File: src/rtl/sbsf_pkg.sv
// ----------------------------------------------------------------------------
// sbsf_pkg: shared types and constants of the stencil blur/sobel filter
// Register indexes, field widths and the command passed from the front
// end to the back end through the command queue.
// ----------------------------------------------------------------------------
package sbsf_pkg;

	// fixed field widths
	localparam int PIX_W     = 8;
	localparam int CFG_W     = 11;
	localparam int ROW_W     = 11;
	localparam int OUT_W     = 10;
	localparam int REG_IDX_W = 2;

	// configuration register indexes
	localparam logic [REG_IDX_W-1:0] REG_FILTER_MODE  = 2'd0;
	localparam logic [REG_IDX_W-1:0] REG_IMAGE_WIDTH  = 2'd1;
	localparam logic [REG_IDX_W-1:0] REG_IMAGE_HEIGHT = 2'd2;

	// filter modes
	localparam logic MODE_BLUR  = 1'b0;
	localparam logic MODE_SOBEL = 1'b1;

	// input action codes
	localparam logic ACT_PIXEL = 1'b0;
	localparam logic ACT_DRAIN = 1'b1;

	// reset frame geometry before clamping
	localparam int RESET_DIM = 256;

	// command queue depth
	localparam int QUEUE_DEPTH = 4;

	// what a transaction asks of the back end
	typedef enum logic [1:0] {
		KIND_NONE,
		KIND_LAST_COL,
		KIND_CENTER
	} kind_t;

	// window borders that fall outside the frame
	typedef struct packed {
		logic top;
		logic bottom;
		logic left;
		logic right;
	} edge_mask_t;

	typedef struct packed {
		kind_t            kind;
		logic [PIX_W-1:0] pixel;
		logic [OUT_W-1:0] row;
		logic [OUT_W-1:0] col;
		logic             frame_end;
		edge_mask_t       mask;
	} cmd_t;

	localparam int CMD_W = $bits(cmd_t);

endpackage

File: src/rtl/sbsf_fifo.sv
// ----------------------------------------------------------------------------
// sbsf_fifo: command queue between front and back end
// Small register queue; lets the front keep taking transactions while the
// back end waits on the output.
// ----------------------------------------------------------------------------
module sbsf_fifo import sbsf_pkg::*; #(
	parameter int DATA_W = 8
) (
	input  logic              clk,
	input  logic              arst_n,
	input  logic              push_valid,
	output logic              push_ready,
	input  logic [DATA_W-1:0] push_data,
	output logic              pop_valid,
	input  logic              pop_ready,
	output logic [DATA_W-1:0] pop_data
);

	localparam int PTR_W = $clog2(QUEUE_DEPTH);
	localparam int LVL_W = $clog2(QUEUE_DEPTH + 1);

	logic [DATA_W-1:0] store_q [QUEUE_DEPTH];
	logic [PTR_W-1:0]  wr_ptr_q;
	logic [PTR_W-1:0]  rd_ptr_q;
	logic [LVL_W-1:0]  level_q;
	logic              push;
	logic              pop;

	assign push_ready = level_q != LVL_W'(QUEUE_DEPTH);
	assign pop_valid  = level_q != '0;
	assign pop_data   = store_q[rd_ptr_q];
	assign push       = push_valid && push_ready;
	assign pop        = pop_valid && pop_ready;

	// entry storage
	always_ff @(posedge clk) begin
		if (push) begin
			store_q[wr_ptr_q] <= push_data;
		end
	end

	// pointers and fill level
	always_ff @(posedge clk or negedge arst_n) begin
		if (!arst_n) begin
			wr_ptr_q <= '0;
			rd_ptr_q <= '0;
			level_q  <= '0;
		end else begin
			if (push) begin
				wr_ptr_q <= (wr_ptr_q == PTR_W'(QUEUE_DEPTH - 1)) ? '0 : wr_ptr_q + PTR_W'(1);
			end
			if (pop) begin
				rd_ptr_q <= (rd_ptr_q == PTR_W'(QUEUE_DEPTH - 1)) ? '0 : rd_ptr_q + PTR_W'(1);
			end
			case ({push, pop})
				2'b10:   level_q <= level_q + LVL_W'(1);
				2'b01:   level_q <= level_q - LVL_W'(1);
				default: level_q <= level_q;
			endcase
		end
	end

endmodule

File: config.mk
export PLATFORM = sky130hd
export DESIGN_NAME = sbsf_fifo
export DESIGN_NICKNAME = d
export VERILOG_FILES = /design/src/rtl/sbsf_pkg.sv /design/src/rtl/sbsf_fifo.sv
export SDC_FILE = /design/constraint.sdc
export NUM_CORES = 1
export LEC_CHECK = 0
export ABC_AREA = 1
export BUFFER_PORTS_ARGS = -buffer_cell sky130_fd_sc_hd__buf_4
export CAP_MARGIN = 20
export CELL_PAD_IN_SITES_DETAIL_PLACEMENT = 2
export CELL_PAD_IN_SITES_GLOBAL_PLACEMENT = 2
export CORE_AREA = 10 10 111 73
export CTS_BUF_LIST = sky130_fd_sc_hd__clkbuf_16
export CTS_CLUSTER_DIAMETER = 30
export DETAILED_ROUTE_END_ITERATION = 7
export DIE_AREA = 0 0 121 83
export GPL_TIMING_DRIVEN = 0
export HOLD_SLACK_MARGIN = 0.03
export PLACE_DENSITY = 0.68
export SYNTH_ARGS = -nofsm -noshare
export SYNTH_HDL_FRONTEND = slang
export SYNTH_SLANG_ARGS = --single-unit
File: constraint.sdc
create_clock -name clk -period 3.04 [get_ports clk]
set_input_delay 0.456 -clock clk [delete_from_list [all_inputs] [get_ports clk]]
set_output_delay 0.456 -clock clk [all_outputs]
set_load 0.05 [all_outputs]
# Word level (Yosys, flattened, before mapping)
# Memory sizes are Yosys's and may differ from the RTL's.
# Cells that the tools add are included.
dict set report word_totals {
  wordCells 22
  mem_bits_ro 0
  ram_bits 32
  latch_bits 0
  n_memories 1
  register_bits 7
}
# memory depth width read_ports rd_clocked_by_memory_dff write_ports line_no
set memory_table {}
lappend memory_table {store_q 4 8 1 0 1 sbsf_fifo.sv:22} ;# logic [DATA_W-1:0] store_q [QUEUE_DEPTH];
dict set report op_classes {
  reduce_logical 4
  shifts 0
  eq_ne 5
  magnitude_cmp 0
  mul 0
  n_bitwise 0
  n_mux 5
  div 0
  n_addsub 4
}
# operator count
set op_table {}
lappend op_table {{$eq 2x2->1 const B} 3}
lappend op_table {{$pmux 3 s2} 1}
lappend op_table {{$add 2x1->2 const B} 2}
lappend op_table {{$mux 2} 2}
lappend op_table {{$add 3x1->3 const B} 1}
lappend op_table {{$ne 3x3->1 const B} 1}
lappend op_table {{$reduce_bool 3->1} 1}
lappend op_table {{$sub 3x1->3 const B} 1}
lappend op_table {{$eq 2x1->1 const B} 1}
lappend op_table {{$logic_and 1x1->1} 2}
lappend op_table {{$mux 1} 2}
lappend op_table {{$reduce_bool 2->1} 1}

# Logic depth before layout (Yosys ltp)
# Gate-level depths: netlist of run 1.
dict set report depth {
  ltp_word 4
  depth_mapped 12
  mapped_depth_nobuf 12
}

# Worst setup path before layout of run 1
# OpenSTA, ideal clock, no wires.
dict set report synth_path {
  path_kind {register to register}
  from {register level_q[1]}
  to {register level_q[1]}
  path_stages_with_launch 9
  path_buffers 0
  t_required_ns 2.957
  slack_ns 1.142
  arrival_ns 1.815
  cell_sequence {dfrtp_1 inv_1 nand3_2 nand2_2 inv_1 ha_1 inv_1 fa_1 o21ai_0}
}
dict set report synth_via {
  elab_chain_cells 4
  elab_cells_between_ends 10
  cone_classes {add/sub: 2; eq/ne: 3; mux: 1; reduce/logical: 4}
}
# element line_no
set synth_rtl {}
lappend synth_rtl {{start: declaration} sbsf_fifo.sv:25} ;# logic [LVL_W-1:0] level_q;
lappend synth_rtl {{start signal: assignment} sbsf_fifo.sv:56} ;# 2'b10: level_q <= level_q + LVL_W'(1);
lappend synth_rtl {{start signal: assignment} sbsf_fifo.sv:57} ;# 2'b01: level_q <= level_q - LVL_W'(1);
lappend synth_rtl {{start signal: assignment} sbsf_fifo.sv:58} ;# default: level_q <= level_q;
lappend synth_rtl {{$reduce_bool 3->1 (*)} sbsf_fifo.sv:30} ;# assign pop_valid = level_q != '0;
lappend synth_rtl {{via pop_valid} sbsf_fifo.sv:14} ;# output logic pop_valid,
lappend synth_rtl {{$logic_and 1x1->1 (*)} sbsf_fifo.sv:33} ;# assign pop = pop_valid && pop_ready;
lappend synth_rtl {{via pop} sbsf_fifo.sv:27} ;# logic pop;
lappend synth_rtl {{$eq 2x1->1 / $eq 2x2->1 (equally long branches)} sbsf_fifo.sv:55} ;# case ({push, pop})
lappend synth_rtl {{$pmux 3 s2 / $reduce_bool 2->1 (equally long branches)} --}
# Mark *: on every way through the listed nets, which the timed path passes. The rest lies on a longest branch.
# A chain may end at the register's enable or synchronous reset.

# Worst setup path after layout of run 1
dict set report layout_path {
  from {register rd_ptr_q[1]}
  to {output port pop_data[4]}
}
dict set report layout_via {
  elab_chain_cells 1
}
# element line_no
set layout_rtl {}
lappend layout_rtl {{start: declaration} sbsf_fifo.sv:24} ;# logic [PTR_W-1:0] rd_ptr_q;
lappend layout_rtl {{start signal: assignment} sbsf_fifo.sv:53} ;# rd_ptr_q <= (rd_ptr_q == PTR_W'(QUEUE_DEPTH - 1)) ? '0 : rd_ptr_q + PTR_W'(1);
lappend layout_rtl {{$mem_v2 4x8} --}
lappend layout_rtl {{end: declaration} sbsf_fifo.sv:16} ;# output logic [DATA_W-1:0] pop_data
# Every way passes these cells.

==> metrics, run 1 <==
max incr delay on CP a little under 0.4 ns; Post-Syn Area about 1800 um2; crit end category output pin; ranking of synthesized cells by area edfxtp_1 54%, dfrtp_1 9.9%, nand2_1 7.8%; metal3 WL 277 um; critical path data arrival time 1.54 ns; Slew headroom 35.8%; Slew Limit Fails 0; wl on met1 1.94 mm; HPWL Detailed between 3 and 4 mm; setup TNS 0 ns; clock root cell clkbuf_16; top routing layer used met3; hold path startpoint push_data[1]; clock skew 0.00528 ns; Cell variety after synth 19; total CTS buffers 5; Post-DRT Antenna Nets 0; postcts setup bufs 0; DRC Markers 0; H-tree Lvls 2; Hold Path End store_q[0][1]$_DFFE_PP_; Syn Nets 171; CP Class reg -> out; I/O pin count 22; Min-Delay Path Depth 1; area share of the largest cell type after synthesis 54.1%; Worst Reg2Reg Path Length in Cells 10; synthesized instance count 152; CP Max Fanout 10; clock buffer depth 2; vias in the first global route 1301; Tmin final 2.00 ns; initial antenna violation count 0; antenna cells 0; GRT Total Usage 9.13%; WL met2 2.08 mm; synth warn 0; Hold Vio Cnt, Final 0; crit path cell chain buf_6 > inv_1 > o211ai_1 > nand2_1 > buf_4; Clk Latency, worst-skew pair 0.28 ns; Sink Count 39; reg2reg setup slack roughly 1.2 ns; FF-to-FF End level_q[2]$_DFFE_PN0P_; Rows 22; CP bufs+invs 3; non-filler instance count after layout 266; Max VDD drop 0.392 mV; DRT Pass-1 Iters 4; register area share after synthesis between 60% and 70%; Startpoint Class flop; Filler Cell Count around 640; largest net degree at the start of global routing 12; chip height just over 80 um; GR Overflow Total 0; core area 6030 um2; critical register-to-register path startpoint level_q[1]$_DFFE_PN0P_; layout net count 200; hold_buf cts 1; Worst Tran Pin Value 0.960 ns; number of DRC markers in iteration 0 28; die area 10000 um2; Slowest cell on crit path dfrtp_1; RD Place Congestion 0.760; wire per inst around 16 um; die width around 120 um; Post-Syn Area per Cell about 12 um2; #FFs+latches synth 39; P per Cell Area between 1000 and 1500 nW/um2; clk slew on worst S/H paths 0.06 ns; via count 1158; max_cap viols 0; area delta synth->final 23.1%; CTS tree done; Setup Viol. Count Final 0; Pleak 0.944 nW; final instance area 2190 um2; first-pass GRT wire length ~7 mm; share of cells above drive strength 1 20.9%; Initial Utilization 29.5%; Port-buffer cells 21; outcome finished, final reports clean; RSZ-0062 raised after global routing false; # resized after CTS 0; total power 2.46 mW; leading area contributor after synthesis edfxtp_1; worst hold path type in -> reg; Placed Cells between 200 and 300; Post-DP Area 2040 um2; Max Fclk 0.500 GHz; Avg Vias per Cell roughly 4.4; Top Family by Delay on Critical Path buffers and inverters; period utilization about two thirds; CP Data Required Time between 2 and 3 ns; routed wire length 4.30 mm
registers in the layout, summed over array words and instances (netlist names):
signal,flops
store_q,32
level_q,3
rd_ptr_q,2
wr_ptr_q,2
cell usage after synthesis, drive strengths merged:
cell type  count
ha             6
nand4          1
o211ai        16
edfxtp        32
inv           30
o21ai          1
nand3          7
dfrtp          7
nand2         39
fa             1
xnor2          1
nor2           6
buf            5
stage by stage:
stage / util [%] / setup WS (ns) / hold slack, ns
after CTS: 36.3 / 0.998 / 0.374
after floorplan: - / 1.14 / 0.160
after global routing: 36.3 / 0.923 / 0.368
after global placement: 33.8 / 1.28 / 0.278
final: 36.3 / 1.04 / 0.378
after detailed placement: 33.8 / 1.18 / 0.283
final cells by class:
class / count / area (um2) / area share, %
repair buffers: 22 / 168 / 7.67
clock inverters: 3 / 12.5 / 0.572
flip-flops and latches: 39 / 1140 / 51.9
multi-input cells: 78 / 472 / 21.6
well taps: 84 / 105 / 4.81
clock buffers: 5 / 125 / 5.72
inverters: 30 / 113 / 5.15
plain buffers: 5 / 56.3 / 2.57
worst reg2reg max path, stage by stage (launching register included):
cell     delay [ns]
dfrtp_1        0.38
inv_1          0.16
nand3_4        0.13
nand2_4        0.12
ha_1           0.18
inv_1          0.07
fa_1           0.40
nand2_1        0.10
nand3_1        0.08
nand2_1        0.06
nand2_1        0.05
how the worst max path moves through the flow:
stage	start	end	slack, ns	depth (start not counted)
floorplan	level_q[1]$_DFFE_PN0P_	level_q[1]$_DFFE_PN0P_	1.14	8
global placement	level_q[1]$_DFFE_PN0P_	level_q[2]$_DFFE_PN0P_	1.28	10
detailed placement	level_q[1]$_DFFE_PN0P_	store_q[3][5]$_DFFE_PP_	1.18	4
CTS	rd_ptr_q[1]$_DFFE_PN0P_	pop_data[4]	1.0	5
global route	rd_ptr_q[1]$_DFFE_PN0P_	pop_data[0]	0.92	5
finish	rd_ptr_q[1]$_DFFE_PN0P_	pop_data[4]	1.04	5
routing by layer:
layer / global-route usage (%) / up-vias
met5: 0 / -
met2: 14.0 / 21
met3: 3.92 / 0
met1: 11.5 / 579
met4: 2.28 / 0
li1: - / 558
where the power goes:
| group | internal, mW | switching (mW) |
|---|---|---|
| Combinational | 0.373 | 0.812 |
| Sequential | 0.721 | 0.0633 |
| Clock | 0.296 | 0.191 |
logic make-up (layout without fill, tap and decap cells):
family	count (synthesis)	in the layout	share of synthesized area, %
adder cells (fa/ha/maj)	7	7	5.35
flip-flops	39	39	63.9
XOR/XNOR	1	1	0.493
AND/OR/NAND/NOR	53	53	13.4
AO/OA/AOI/OAI	17	17	7.32
buffers and inverters	35	65	9.51
cell usage in the layout (no fill, tap or decap), types with 5 or more instances in the layout:
cell,synthesis,layout
nand3_1,5,5
dfrtp_1,7,7
nand2_1,37,37
buf_6,5,5
o211ai_1,15,15
inv_1,29,31
ha_1,6,6
buf_4,0,21
nor2_1,6,6
edfxtp_1,32,32
clkbuf_16,0,5
Note: power is estimated with default switching activity, not from simulation.
==> run 2: changes to the inputs <==
- clock period: 3.04 -> 1.9 ns (I/O delays scaled with it)
==> run 2 against run 1 <==
Effect of this change:
- setup slack lost 0.92 ns
- clock skew is essentially flat
- first-iteration DRC count grew 7.1%
- global-route usage is the same
- clock power grew 60%
- worst hold slack lost 0.17 ns
- total power grew 62%
- critical path type unchanged
- critical endpoint unchanged
- highest routed layer unchanged
==> metrics, run 2 (synthesis gave the netlist of run 1 again) <==
share of cells above drive strength 1 24.7%; clock root cell clkbuf_16; FF-to-FF End level_q[1]$_DFFE_PN0P_; WHS about 0.21 ns; antenna cells 0; max_cap viols 0; RD Place Congestion 0.760; Hold Vio Cnt, Final 0; CP Max Fanout 10; final instance area 2200 um2; I/O pin count 22; CP Class reg -> out; period utilization ~94%; total power 3.97 mW; core area 6030 um2; Post-DRT Antenna Nets 0; Slew Limit Fails 0; Clk Latency, worst-skew pair 0.28 ns; wire per inst 16.1 um; final core occ a little over a third; clk slew on worst S/H paths ~0.060 ns; Rows 22; Startpoint Class flop; Port-buffer cells 21; Pleak 0.938 nW; Sink Count 39; commonest non-fill, non-tap cell in the layout nand2_1; critical path data arrival time 1.50 ns; Filler Cell Count approximately 630; Avg Vias per Cell between 4 and 5; CP Launch Point rd_ptr_q[1]$_DFFE_PN0P_; Slew headroom 60.9%; CTS tree done; postcts setup bufs 0; reg2reg setup slack between 0.1 and 0.15 ns; Biggest register store_q; clock buffer depth 2; Tmin final 1.78 ns; area delta synth->final 24.0%; first-pass GRT wire length 7.01 mm; Initial Utilization between 20% and 30%; die width ~120 um; Post-DP Area 2040 um2; most frequent cells in the layout 37 x nand2_1, 32 x edfxtp_1, 29 x inv_1, 21 x buf_4, 15 x o211ai_1; DRC Markers 0; Final WS setup 0.118 ns; Max Fclk 0.561 GHz; DRT Pass-1 Iters 4; Worst Tran Pin Value 0.586 ns; routed wire length approximately 4.3 mm; chip height 83 um; number of DRC markers in iteration 0 30; HPWL Detailed roughly 3.2 mm; vias in the first global route 1301; via count between 1000 and 1500; crit end category output pin; Max VDD drop approximately 0.6 mV; GRT Total Usage 9.13%; total CTS buffers 5; CP Data Required Time 1.62 ns; die area around 10000 um2; max reg flops 32; initial antenna violation count 0; clock skew 0.00554 ns; outcome finished, final reports clean; Top Registers store_q: 32 flops, level_q: 3 flops; GR Overflow Total 0; largest net degree at the start of global routing 12; H-tree Lvls 2; Place WS 0.0363 ns; worst hold path type in -> reg; P per Cell Area 1800 nW/um2; crit path to pop_data[4]; Setup Viol. Count Final 0; Worst Reg2Reg Path Length in Cells 8; layout net count 200; critical register-to-register path startpoint level_q[2]$_DFFE_PN0P_
==> run 2: cell types whose count changed in the layout (fill, tap and decap cells not counted) <==
cell / previous run / this run
fa_2: 0 / 1
inv_2: 1 / 2
nor2_2: 0 / 4
nor2_1: 6 / 2
clkinvlp_4: 0 / 1
fa_1: 1 / 0
inv_1: 31 / 29
==> run 2: layout make-up <==
type                    instances  area (um2)  area share (%)
flip-flops and latches         39        1140            51.6
clock inverters                 3        12.5           0.568
repair buffers                 22         168            7.61
clock buffers                   5         125            5.68
well taps                      84         105            4.77
multi-input cells              78         484            22.0
inverters                      30         116            5.28
plain buffers                   5        56.3            2.56
==> run 2: per-stage QoR <==
step	std cells	setup TNS, ns
after floorplan	152	0
after global placement	257	0
after detailed placement	257	0
after CTS	266	0
after global routing	266	-0.0264
final	266	0
==> run 2: worst max-delay path, stage by stage (launching register included) <==
cell	delay, ns
dfrtp_1	0.36
buf_6	0.17
clkinvlp_4	0.22
o211ai_1	0.17
nand2_1	0.10
buf_4	0.20
==> run 2: worst min path at each step <==
stage,start,endpoint,cells past startpoint
final,push_data[0],store_q[2][0]$_DFFE_PP_,1
after global routing,push_data[0],store_q[2][0]$_DFFE_PP_,1
after CTS,push_data[1],store_q[1][1]$_DFFE_PP_,1
after floorplan,arst_n,level_q[0]$_DFFE_PN0P_,0
after detailed placement,arst_n,wr_ptr_q[0]$_DFFE_PN0P_,1
after global placement,arst_n,wr_ptr_q[0]$_DFFE_PN0P_,1
==> run 2: layer usage <==
layer  track usage [%]  vias up  wire (um)
met4              2.28        0          0
met3              3.92        0        226
met1              11.5      590       2040
met5                 0        -          0
met2              14.0       15       2030
li1                  -      559          -
==> run 2: repair_timing <==
item	in CTS	in global routing
gates resized for setup	0	7
hold endpoints to repair	7	0
endpoints found under the setup margin	0	42
hold buffers	1	0
==> run 2: report_power, final <==
group,switching (mW),internal [mW],total (mW)
clock network,0.306,0.474,0.779
logic,1.32,0.611,1.93
registers,0.105,1.15,1.26
