[src/rtl/sbsf_pkg.sv]
// ----------------------------------------------------------------------------
// sbsf_pkg: shared types and constants of the stencil blur/sobel filter
// Register indexes, field widths and the command passed from the front
// end to the back end through the command queue.
// ----------------------------------------------------------------------------
package sbsf_pkg;

	// fixed field widths
	localparam int PIX_W     = 8;
	localparam int CFG_W     = 11;
	localparam int ROW_W     = 11;
	localparam int OUT_W     = 10;
	localparam int REG_IDX_W = 2;

	// configuration register indexes
	localparam logic [REG_IDX_W-1:0] REG_FILTER_MODE  = 2'd0;
	localparam logic [REG_IDX_W-1:0] REG_IMAGE_WIDTH  = 2'd1;
	localparam logic [REG_IDX_W-1:0] REG_IMAGE_HEIGHT = 2'd2;

	// filter modes
	localparam logic MODE_BLUR  = 1'b0;
	localparam logic MODE_SOBEL = 1'b1;

	// input action codes
	localparam logic ACT_PIXEL = 1'b0;
	localparam logic ACT_DRAIN = 1'b1;

	// reset frame geometry before clamping
	localparam int RESET_DIM = 256;

	// command queue depth
	localparam int QUEUE_DEPTH = 4;

	// what a transaction asks of the back end
	typedef enum logic [1:0] {
		KIND_NONE,
		KIND_LAST_COL,
		KIND_CENTER
	} kind_t;

	// window borders that fall outside the frame
	typedef struct packed {
		logic top;
		logic bottom;
		logic left;
		logic right;
	} edge_mask_t;

	typedef struct packed {
		kind_t            kind;
		logic [PIX_W-1:0] pixel;
		logic [OUT_W-1:0] row;
		logic [OUT_W-1:0] col;
		logic             frame_end;
		edge_mask_t       mask;
	} cmd_t;

	localparam int CMD_W = $bits(cmd_t);

endpackage

[src/rtl/sbsf_if.sv]
// ----------------------------------------------------------------------------
// sbsf_if: stream channels of the stencil blur/sobel filter
// Input channel carries raster pixels and drain steps, output channel
// carries filtered pixels with their position.
// ----------------------------------------------------------------------------
interface sbsf_in_if import sbsf_pkg::*; ();
	logic             valid;
	logic             ready;
	logic             action;
	logic [PIX_W-1:0] pixel;

	modport source (output valid, output action, output pixel, input ready);
	modport sink (input valid, input action, input pixel, output ready);
endinterface


[src/rtl/sbsf_front.sv]
// ----------------------------------------------------------------------------
// sbsf_front: raster position tracking and transaction classification
// Keeps the row, column and output counters, decides which window (if any)
// each transaction completes, and pushes one command per transaction.
// ----------------------------------------------------------------------------
module sbsf_front import sbsf_pkg::*; #(
	parameter int MAX_WIDTH = 1024,
	parameter int MAX_HEIGHT = 1024,
	localparam int DIM_W = $clog2(MAX_WIDTH + 1),
	localparam int HGT_W = $clog2(MAX_HEIGHT + 1),
	localparam int CNT_W = $clog2(MAX_WIDTH * MAX_HEIGHT + 1),
	localparam int ADDR_W = $clog2(MAX_WIDTH)
) (
	input  logic              clk,
	input  logic              arst_n,
	sbsf_in_if.sink           pix_in,
	input  logic              clear_busy,
	input  logic [DIM_W-1:0]  width,
	input  logic [HGT_W-1:0]  height,
	input  logic [CNT_W-1:0]  total,
	output logic              push_valid,
	input  logic              push_ready,
	output cmd_t              push_cmd,
	output logic [ADDR_W-1:0] push_addr
);

	logic [ROW_W-1:0] row_q;
	logic [DIM_W-1:0] col_q;
	logic [CNT_W-1:0] emitted_q;

	logic             accept;
	logic             new_frame;
	logic [ROW_W-1:0] row_a;
	logic [DIM_W-1:0] col_a;
	logic [CNT_W-1:0] emitted_a;
	logic             wrap;
	logic [ROW_W-1:0] row_c;
	logic [DIM_W-1:0] col_c;
	logic             is_last;
	logic             is_center;
	logic             emit;
	logic [ROW_W-1:0] o_row;
	logic [DIM_W-1:0] o_col;
	logic             last_item;

	// handshake
	assign pix_in.ready = push_ready && !clear_busy;
	assign push_valid   = pix_in.valid && !clear_busy;
	assign accept       = pix_in.valid && pix_in.ready;

	// position of this transaction
	always_comb begin
		new_frame = emitted_q >= total;
		row_a     = new_frame ? '0 : row_q;
		col_a     = new_frame ? '0 : col_q;
		emitted_a = new_frame ? '0 : emitted_q;
		wrap      = col_a >= width;
		col_c     = wrap ? '0 : col_a;
		row_c     = (wrap && row_a != '1) ? row_a + ROW_W'(1) : row_a;
		is_last   = (col_c == '0) && (row_c >= ROW_W'(2));
		is_center = (col_c != '0) && (row_c != '0);
		emit      = is_last || is_center;
		o_row     = is_last ? row_c - ROW_W'(2) : row_c - ROW_W'(1);
		o_col     = is_last ? width - DIM_W'(1) : col_c - DIM_W'(1);
		last_item = emitted_a == total - CNT_W'(1);
	end

	// command for the back end
	always_comb begin
		if (is_last) begin
			push_cmd.kind = KIND_LAST_COL;
		end else if (is_center) begin
			push_cmd.kind = KIND_CENTER;
		end else begin
			push_cmd.kind = KIND_NONE;
		end
		push_cmd.pixel       = (pix_in.action == ACT_DRAIN) ? '0 : pix_in.pixel;
		push_cmd.row         = OUT_W'(o_row);
		push_cmd.col         = OUT_W'(o_col);
		push_cmd.frame_end   = last_item;
		push_cmd.mask.top    = o_row == '0;
		push_cmd.mask.bottom = (32'(o_row) + 32'd1) >= 32'(height);
		push_cmd.mask.left   = o_col == '0;
		push_cmd.mask.right  = (32'(o_col) + 32'd1) >= 32'(width);
		push_addr            = col_c[ADDR_W-1:0];
	end

	// raster counters
	always_ff @(posedge clk or negedge arst_n) begin
		if (!arst_n) begin
			row_q     <= '0;
			col_q     <= '0;
			emitted_q <= '0;
		end else if (accept) begin
			if (emit && last_item) begin
				row_q     <= '0;
				col_q     <= '0;
				emitted_q <= '0;
			end else begin
				row_q     <= row_c;
				col_q     <= col_c + DIM_W'(1);
				emitted_q <= emitted_a + CNT_W'(emit);
			end
		end
	end

endmodule

[src/flat_wrapper.sv]
// flat-port wrapper written by rule: the top's interface ports become plain ports
module sbsf_front_flat import sbsf_pkg::*;
#(
	parameter int MAX_WIDTH = 1024,
	parameter int MAX_HEIGHT = 1024,
	localparam int DIM_W = $clog2(MAX_WIDTH + 1),
	localparam int HGT_W = $clog2(MAX_HEIGHT + 1),
	localparam int CNT_W = $clog2(MAX_WIDTH * MAX_HEIGHT + 1),
	localparam int ADDR_W = $clog2(MAX_WIDTH)
)
  (clk, arst_n, clear_busy, width, height, total, push_valid, push_ready, push_cmd, push_addr, pix_in_valid, pix_in_action, pix_in_pixel, pix_in_ready);
  sbsf_in_if pix_in_i ();
  input  logic clk;
  input  logic arst_n;
  input  logic clear_busy;
  input  logic [DIM_W-1:0] width;
  input  logic [HGT_W-1:0] height;
  input  logic [CNT_W-1:0] total;
  output logic push_valid;
  input  logic push_ready;
  output cmd_t push_cmd;
  output logic [ADDR_W-1:0] push_addr;
  input wire logic [$bits(pix_in_i.valid)-1:0] pix_in_valid;
  input wire logic [$bits(pix_in_i.action)-1:0] pix_in_action;
  input wire logic [$bits(pix_in_i.pixel)-1:0] pix_in_pixel;
  output wire logic [$bits(pix_in_i.ready)-1:0] pix_in_ready;
  assign pix_in_i.valid = pix_in_valid;
  assign pix_in_i.action = pix_in_action;
  assign pix_in_i.pixel = pix_in_pixel;
  assign pix_in_ready = pix_in_i.ready;
  sbsf_front #(.MAX_WIDTH(MAX_WIDTH), .MAX_HEIGHT(MAX_HEIGHT)) u_core (.clk(clk), .arst_n(arst_n), .pix_in(pix_in_i), .clear_busy(clear_busy), .width(width), .height(height), .total(total), .push_valid(push_valid), .push_ready(push_ready), .push_cmd(push_cmd), .push_addr(push_addr));
endmodule
[config.mk]
export PLATFORM = sky130hd
export DESIGN_NAME = sbsf_front_flat
export DESIGN_NICKNAME = d
export VERILOG_FILES = /design/src/rtl/sbsf_pkg.sv /design/src/rtl/sbsf_if.sv /design/src/rtl/sbsf_front.sv /design/src/flat_wrapper.sv
export SDC_FILE = /design/constraint.sdc
export NUM_CORES = 1
export LEC_CHECK = 0
export BUFFER_PORTS_ARGS = -buffer_cell sky130_fd_sc_hd__buf_4
export CAP_MARGIN = 25
export CELL_PAD_IN_SITES_DETAIL_PLACEMENT = 1
export CELL_PAD_IN_SITES_GLOBAL_PLACEMENT = 2
export CORE_ASPECT_RATIO = 1.5
export CORE_UTILIZATION = 37
export DETAILED_ROUTE_END_ITERATION = 8
export GPL_TIMING_DRIVEN = 0
export PLACE_DENSITY_LB_ADDON = 0.3
export REMOVE_ABC_BUFFERS = 1
export SYNTH_ARGS = -nofsm -noshare
export SYNTH_HDL_FRONTEND = slang
export SYNTH_SLANG_ARGS = --single-unit
[constraint.sdc]
create_clock -name clk -period 32 [get_ports clk]
set_input_delay 6.4 -clock clk [delete_from_list [all_inputs] [get_ports clk]]
set_output_delay 6.4 -clock clk [all_outputs]
set_load 0.03 [all_outputs]
Word-level counts from Yosys, hierarchy flattened
Cells that the tools add are included.
W data, S select, Z words.
{"block": "word_totals", "input_bits": 57, "ff_bits": 43, "latch_bits": 0, "memories": 0, "rom_bits": 0, "ram_bits": 0, "word_cells": 47}
{"block": "classes", "muxes": 13, "shift": 0, "magnitude_cmp": 5, "n_addsub": 10, "n_eq_ne": 2, "reduce_logical": 14, "bitwise": 0, "n_mul": 0, "div": 0}
{"op": "$mux W11", "count": 8}
{"op": "$ge A32 B11 Y1", "count": 2}
{"op": "$mux W21", "count": 2}
{"op": "$logic_not A11 Y1", "count": 3}
{"op": "$sub A11 B1 Y11 const B", "count": 3}
{"op": "$add A11 B1 Y12 const B", "count": 2}
{"op": "$add A11 B1 Y11 const B", "count": 2}
{"op": "$reduce_bool A11 Y1", "count": 2}
{"op": "$add A21 B1 Y21", "count": 1}
{"op": "$eq A21 B21 Y1", "count": 1}
{"op": "$ge A21 B21 Y1", "count": 1}
{"op": "$sub A21 B1 Y21 const B", "count": 1}
{"op": "$ge A11 B11 Y1", "count": 1}
{"op": "$ge A11 B2 Y1 const B", "count": 1}
{"op": "$ne A11 B11 Y1 const B", "count": 1}
{"op": "$sub A11 B2 Y11 const B", "count": 1}
{"op": "$mux W8", "count": 1}
{"op": "$logic_and A1 B1 Y1", "count": 7}
{"op": "$mux W2", "count": 2}
{"op": "$logic_not A1 Y1", "count": 1}
{"op": "$logic_or A1 B1 Y1", "count": 1}

Depth between registers and ports, before layout
Gate-level depths: netlist (run 1).
{"block": "depth", "word_depth": 10, "depth_mapped": 47}

Worst setup path after synthesis (run 1)
Ideal clock, no wire load.
{"block": "synth_path", "kind": "input -> output", "start": "input port total[10]", "end": "output port push_cmd[0] in the netlist's numbering", "stages": 45, "arrival_time_ns": 15.232, "slack_ns": 10.368, "path_cell_list": "clkbuf_1 -> inv_1 -> ha_1 -> nand2_1 -> nor4_1 -> a22oi_1 -> clkbuf_1 -> and2_1 -> clkbuf_1 -> clkbuf_1 -> clkbuf_1 -> buf_1 -> nand2_1 -> ha_1 -> nor2b_1 -> o21ai_1 -> a41oi_4 -> nor2_1 -> (+9 left out) -> nor2_1 -> a21oi_1 -> ha_1 -> inv_1 -> or3_1 -> and4_1 -> a31oi_1 -> nor3b_2 -> nand3_1 -> nor2b_1 -> ha_1 -> o21ai_0 -> nand2b_1 -> a21oi_1 -> nor2b_1 -> o21ai_0 -> nand2b_1 -> a221o_1"}
{"item": "from (decl)", "line": "flat_wrapper.sv:18", "source": "input logic [CNT_W-1:0] total;"}
{"item": "to (decl)", "line": "flat_wrapper.sv:21", "source": "output cmd_t push_cmd;"}

==> results.md, run 1 <==
* Status: finished, violations left
* Violated checks: DRC
* Buffers and inverters on the worst path at 5
* Gate power share at 0.630
* Initial DRC Count at between 150 and 200
* Number of port buffers at 103
* Lkg Pwr at about 3.7 nW
* Fmax at roughly 43 MHz
* Worst Setup End Kind: output port
* Final WS setup at around 8.5 ns
* Largest net degree at the start of global routing at 44
* WP data required at 25.60 ns
* Post-Syn Area per Cell at 7.651 um2
* Largest delay share family, worst path: compound AO/OA/AOI/OAI gates
* Post-DRT Antenna Nets at 0
* Seq/Total Area, Yosys at 0.1596
* Post-CTS Hold Buffers at 0
* Maximum clock path buffer count at 2
* Fin crit period at 23.51 ns
* Number of setup violations in the final report at 0
* Core Box Area at about 18000 um2
* H-tree depth at 2
* Slowest cell on the critical path: and2_2
* Dpl hpwl at approximately 18000 um
* Worst Path Arrival at between 15 and 20 ns
* Fin area at about 7800 um2
* Area of the multi-input gates at about 5200 um2
* Post-DR wirelength/cell at 18.75 um
* Synth top area share at 0.1596
* HP Class: flip-flop to flip-flop
* Area after DPL at ~7700 um2
* Power share of the sequential group at 0.199
* Setup bufs post-CTS at 0
* EDFF count, synth at 0
* CP Launch Type: input pin
* Leading area contributor after synthesis: dfrtp_1
* 1st-pass router iterations at 6
* Clock Latency Late Sink at ~0.29 ns
* First-pass GRT wire length at approximately 36000 um
* CTS resizes at 0
* Nets at between 1000 and 1500
* Max cap viols at 0
* Adder-Cell Fraction of Synth Area at 0.1299
* P&R area growth vs syn at 15.96%
* # clock sinks at between 40 and 50
* Vias per inst at between 5 and 6
* Worst Max-Slew Pin Slew at 0.9506 ns
* Synth Register Bits at 43
* Vias in the first global route at just over 7000
* Crit Path Max Fanout at 37
* Initial core utilization at 0.3772
* Post-Synth Simple-Gate Area at 0.2779
* CTS tree: yes
* Most frequent CP cell: ha_1
* Placer Congestion at just under 0.8
* Post-Syn Area at 6740 um2
* Async SR Flop Fraction at 1.000
* Share of cells above drive strength 1 at 0.1832
* Sw Ratio at 0.4588
* Hold Path Sink: u_core.col_q[9]
* Num rows at 60
* Post-synth top cells: nand2_1, ha_1, inv_1
* Register area at roughly 1100 um2
* Final hold vios at 0
* Horiz. Die Dim at 112.2 um
* Clock Skews at just over 0.004 ns
* Die Y at approximately 170 um
* Worst VDD drop at approximately 24 uV
* RSZ-0062 raised after global routing: false
* Hold path start: u_core.col_q[9]
* Library cells used by synthesis at between 90 and 100
* Final Max Tran Viols at 0
* Pre-CTS setup slack at ~8.5 ns
* P_int at between 150 and 200 uW
* Setup TNS Final at 0 ns
* R2R Setup Slk at between 20 and 25 ns
* Synthesized instance count at 881
* Synth warnings at 0
* Total GRT Usage at 0.2391
* Clk pin slew, worst setup/hold paths at approximately 0.060 ns
* Final period util at 0.7348
* Fillers at 2229
* Pwr dens at approximately 39 nW/um2
* DRC viols at 10
* CTS Buf Count at 5
* Initial antenna violation count at 0
* R2R Path Start: u_core.emitted_q[0]
* Combinational family with the most area after synthesis: simple AND/OR/NAND/NOR gates
* WS Path Type: input pin to output port
* Cell with the most instances after synthesis: nand2_1
* Root buf cell: clkbuf_16
* Net Switching at between 100 and 150 uW
* Hold path depth at 2
* Via count at 6904
* Top cells by area, synth: dfrtp_1, ha_1, nand2_1
* Clock power frac at 0.172
* Mux cell area share after synthesis at 0.01207
* Total gr overflow at 0
* Synth Area in Compound Gates at 0.2668
* Slew headroom at 0.3639
* DIE AREA at ~19000 um2
* WL final at ~22000 um
* Crit path largest cell delay at about 0.82 ns
* R2R depth at 31
* XOR/XNOR Fraction of Synth Area at 0.08595
* Commonest register cell after synthesis: dfrtp_1
* IO Pins at about 100
* N_diodes at 0
* Worst r2r dst: u_core.emitted_q[19]
==> layout make-up <==
| class | count | area share |
|---|---|---|
| Tap cell | 217 | 0.03474 |
| Inverter | 72 | 0.03554 |
| Timing Repair Buffer | 106 | 0.1058 |
| Clock buffer | 6 | 0.01777 |
| Multi-Input combinational cell | 727 | 0.6678 |
| Sequential cell | 43 | 0.1377 |
| Clock inverter | 1 | 0.0006403 |
==> kinds of logic after synthesis <==
kind of cell	Yosys count
adders and majority gates	70
xor gates and xnor gates	58
buffers and inverters	111
and+or+nand+nor	346
DFF	43
AOI/OAI and AO/OA	245
muxes	8
==> worst max path at each step <==
stage          startpoint           to  slack (ns)  depth (start not counted)
6_report         total[0]  push_cmd[0]        8.49                         40
2_1_floorplan   total[18]  push_cmd[0]       10.17                         38
3_5_place_dp     total[0]  push_cmd[0]        8.47                         40
5_1_grt          total[0]  push_cmd[0]        7.82                         40
3_3_place_gp     total[6]  push_cmd[0]        7.20                         40
4_1_cts          total[0]  push_cmd[0]        8.44                         40
==> sequential cells by signal, indices dropped and copies added (netlist names) <==
name,count
u_core.col_q,11
u_core.row_q,11
u_core.emitted_q,21
==> layer usage <==
metal	global-route usage	part of all wire
met1	0.2646	0.41
met2	0.4791	0.55
met3	0.01122	0.020
met4	0.07536	0.025
met5	0	0
==> layout by cell type, fill, tap and decap left out, types with 14 or more instances in the layout <==
master and n:
ha_1 70, buf_4 103, nand4_1 23, dfrtp_1 43, nor3_1 19, nor2b_1 19, a31oi_1 16, nor2_1 59
nand3_1 27, o21ai_0 61, xor2_1 18, nand2_1 89, a32o_1 14, a21oi_1 33, and3_1 24, a21o_1 17
nor4_1 14, xnor2_1 33, inv_1 69
==> worst min-delay path, cell delays in order, from the launching register on <==
cell,delay [ns]
dfrtp_1,0.37
nand2_1,0.05
o21ai_0,0.06
==> through the flow <==
step                      hold slack [ns]  instances  total power [mW]    util
after floorplan                    0.4641        842            0.1960       -
after global placement             0.4981       1162            0.2512  0.4257
after detailed placement           0.5097       1165            0.2558  0.4294
after CTS                          0.5242       1172            0.3088  0.4375
after global routing               0.5496       1172            0.3312  0.4375
final                              0.5178       1172            0.3055  0.4375
==> power groups by stage <==
stage                     clock [mW]  sequential [mW]  combinational, mW
after global placement             0           0.0616              0.190
final                         0.0524           0.0607              0.192
after CTS                     0.0534           0.0607              0.195
after detailed placement           0           0.0616              0.194
after global routing          0.0554           0.0612              0.215
after floorplan                    0           0.0601              0.136
Note: power is estimated with default switching activity, not from simulation.
==> run 2: changes to the inputs <==
CORE_UTILIZATION = 31   (was 37)
clock period = 21.6 ns   (was 32 ns; I/O delays follow)
==> run 2 against run 1 <==
The flow now finishes without violations. Final cell count grew 4.3%. Routed wire length grew 2.6%. Sequential share of layout area shrank 0.085 points. Non-clock buffer count is the same. Worst setup slack lost 6.2 ns. First-iteration DRC count grew 32%. Critical path depth is the same. Count of clock-buffer cells in the layout is the same. Combinational power grew 49%. Highest routed layer unchanged.
==> results.md, run 2 (synthesized netlist as in run 1, its figures left out) <==
* Status: completed
* # clock sinks at 43
* Pre-CTS setup slack at 2.168 ns
* Crit path largest cell delay at between 0.8 and 0.9 ns
* Gate power share at 0.638
* Max cap viols at 0
* Crit Path Max Fanout at 37
* WL final at 22540 um
* Clock power frac at 0.162
* Sw Ratio at 0.4619
* Worst r2r dst: u_core.emitted_q[19]
* CP Launch Type: input pin
* Number of setup violations in the final report at 0
* Die Y at approximately 180 um
* Worst VDD drop at approximately 20 uV
* Commonest non-fill, non-tap cells in the layout: buf_4, nand2_1, ha_1
* Largest Register: u_core.emitted_q
* Maximum clock path buffer count at 2
* Worst Path Arrival at approximately 15 ns
* Post-CTS Hold Buffers at 0
* Largest net degree at the start of global routing at 44
* Horiz. Die Dim at about 120 um
* P&R area growth vs syn at 16.69%
* First-pass GRT wire length at between 30000 and 40000 um
* WP data required at 17.28 ns
* Post-DRT Antenna Nets at 0
* Critical Path End: push_cmd[0]
* Final Max Tran Viols at 0
* Total gr overflow at 0
* Commonest non-fill, non-tap cell in the layout: buf_4
* Vias in the first global route at ~7100
* Power share of the sequential group at 0.200
* 1st-pass router iterations at 4
* WS Path Type: input pin to output port
* DIE AREA at roughly 22000 um2
* Pwr dens at ~57 nW/um2
* Number of port buffers at 103
* Share of cells above drive strength 1 at 0.1813
* Final hold vios at 0
* CTS resizes at 0
* Placer Congestion at between 0.8 and 0.9
* CTS Buf Count at 5
* Initial core utilization at 0.3188
* Clock Skews at 0.005507 ns
* Slew headroom at 0.3494
* Clk pin slew, worst setup/hold paths at 0.06 ns
* Initial antenna violation count at 0
* R2R Path Start: u_core.emitted_q[0]
* N_diodes at 0
* Core Box Area at between 20000 and 25000 um2
* Nets at between 1000 and 1500
* Fmax at a little over 50 MHz
* Net Switching at about 210 uW
* Total GRT Usage at 0.2076
* Dpl hpwl at 18380 um
* Num rows at 65
* Post-DR wirelength/cell at 18.44 um
* P_int at about 240 uW
* CTS tree: yes
* R2R Setup Slk at about 12 ns
* Fin crit period at a little under 20 ns
* Clock Latency Late Sink at between 0.2 and 0.3 ns
* Worst Max-Slew Pin Slew at roughly 1 ns
* Vias per inst at 5.630
* Final WS setup at between 2 and 2.5 ns
* Largest register FFs at 21
* Worst Setup End Kind: output port
* Most frequent CP cell: ha_1
* DRC viols at 0
* R2R depth at 31
* Setup TNS Final at 0 ns
* Fillers at between 2000 and 3000
* Root buf cell: clkbuf_16
* Crit. Startpoint: total[0]
* Slowest cell on the critical path: and2_2
* Hold path depth at 2
* Lkg Pwr at about 3.7 nW
* Setup bufs post-CTS at 0
* Final period util at 0.8958
* Initial DRC Count at 261
* Via count at slightly below 7000
* HP Class: flip-flop to flip-flop
* H-tree depth at 2
* IO Pins at around 100
* RSZ-0062 raised after global routing: false
* Registers with the most flip-flops: u_core.emitted_q (21), u_core.col_q (11), u_core.row_q (11)
==> run 2: final cells by class <==
cell class,count,area (um2),share of cell area
clock buffer,6,128.9,0.01639
inverter,72,277.8,0.03532
timing repair buffer,106,827.0,0.1052
sequential,43,1076,0.1368
tap,268,335.3,0.04263
multi-input combinational,727,5220,0.6637
==> run 2: per-layer routing <==
layer,track usage,up-vias,wire [um]
li1,-,3388,-
met1,0.2339,3353,9290
met2,0.3919,104,12050
met3,0.007500,35,401
met4,0.09707,0,798
met5,0,-,0
==> run 2: power groups by stage <==
stage          Clock, mW  Sequential (mW)  Combinational (mW)
2_1_floorplan          0           0.0891               0.201
3_3_place_gp           0           0.0912               0.283
3_5_place_dp           0           0.0913               0.290
4_1_cts           0.0742           0.0899               0.291
5_1_grt           0.0774           0.0907               0.319
6_report          0.0727           0.0899               0.286
==> run 2: per-stage QoR <==
step	hold slack [ns]	utilization	total power, mW	std cells	cell area [um2]
6_report	0.5204	0.3720	0.4490	1222	7865
5_1_grt	0.5421	0.3720	0.4870	1222	7865
4_1_cts	0.5210	0.3720	0.4549	1222	7865
3_5_place_dp	0.5081	0.3659	0.3809	1216	7736
3_3_place_gp	0.4963	0.3627	0.3745	1213	7670
2_1_floorplan	0.4641	-	0.2903	842	6561
==> run 2: worst min path at each step <==
| stage | slack, ns | to | start |
|---|---|---|---|
| after global routing | 0.54 | u_core.row_q[1] | u_core.row_q[1] |
| after global placement | 0.50 | u_core.col_q[9] | u_core.col_q[9] |
| final | 0.52 | u_core.row_q[1] | u_core.row_q[1] |
| after floorplan | 0.46 | u_core.row_q[1] | u_core.row_q[1] |
| after detailed placement | 0.51 | u_core.row_q[1] | u_core.row_q[1] |
| after CTS | 0.52 | u_core.row_q[1] | u_core.row_q[1] |
==> run 2: worst max-delay path, delay by kind of cell <==
| kind | cells | cell delay [ns] |
|---|---|---|
| buffers and inverters | 5 | 0.85 |
| AND/OR/NAND/NOR | 16 | 3.93 |
| adder cells (fa/ha/maj) | 5 | 1.36 |
| AO/OA/AOI/OAI | 14 | 4.53 |
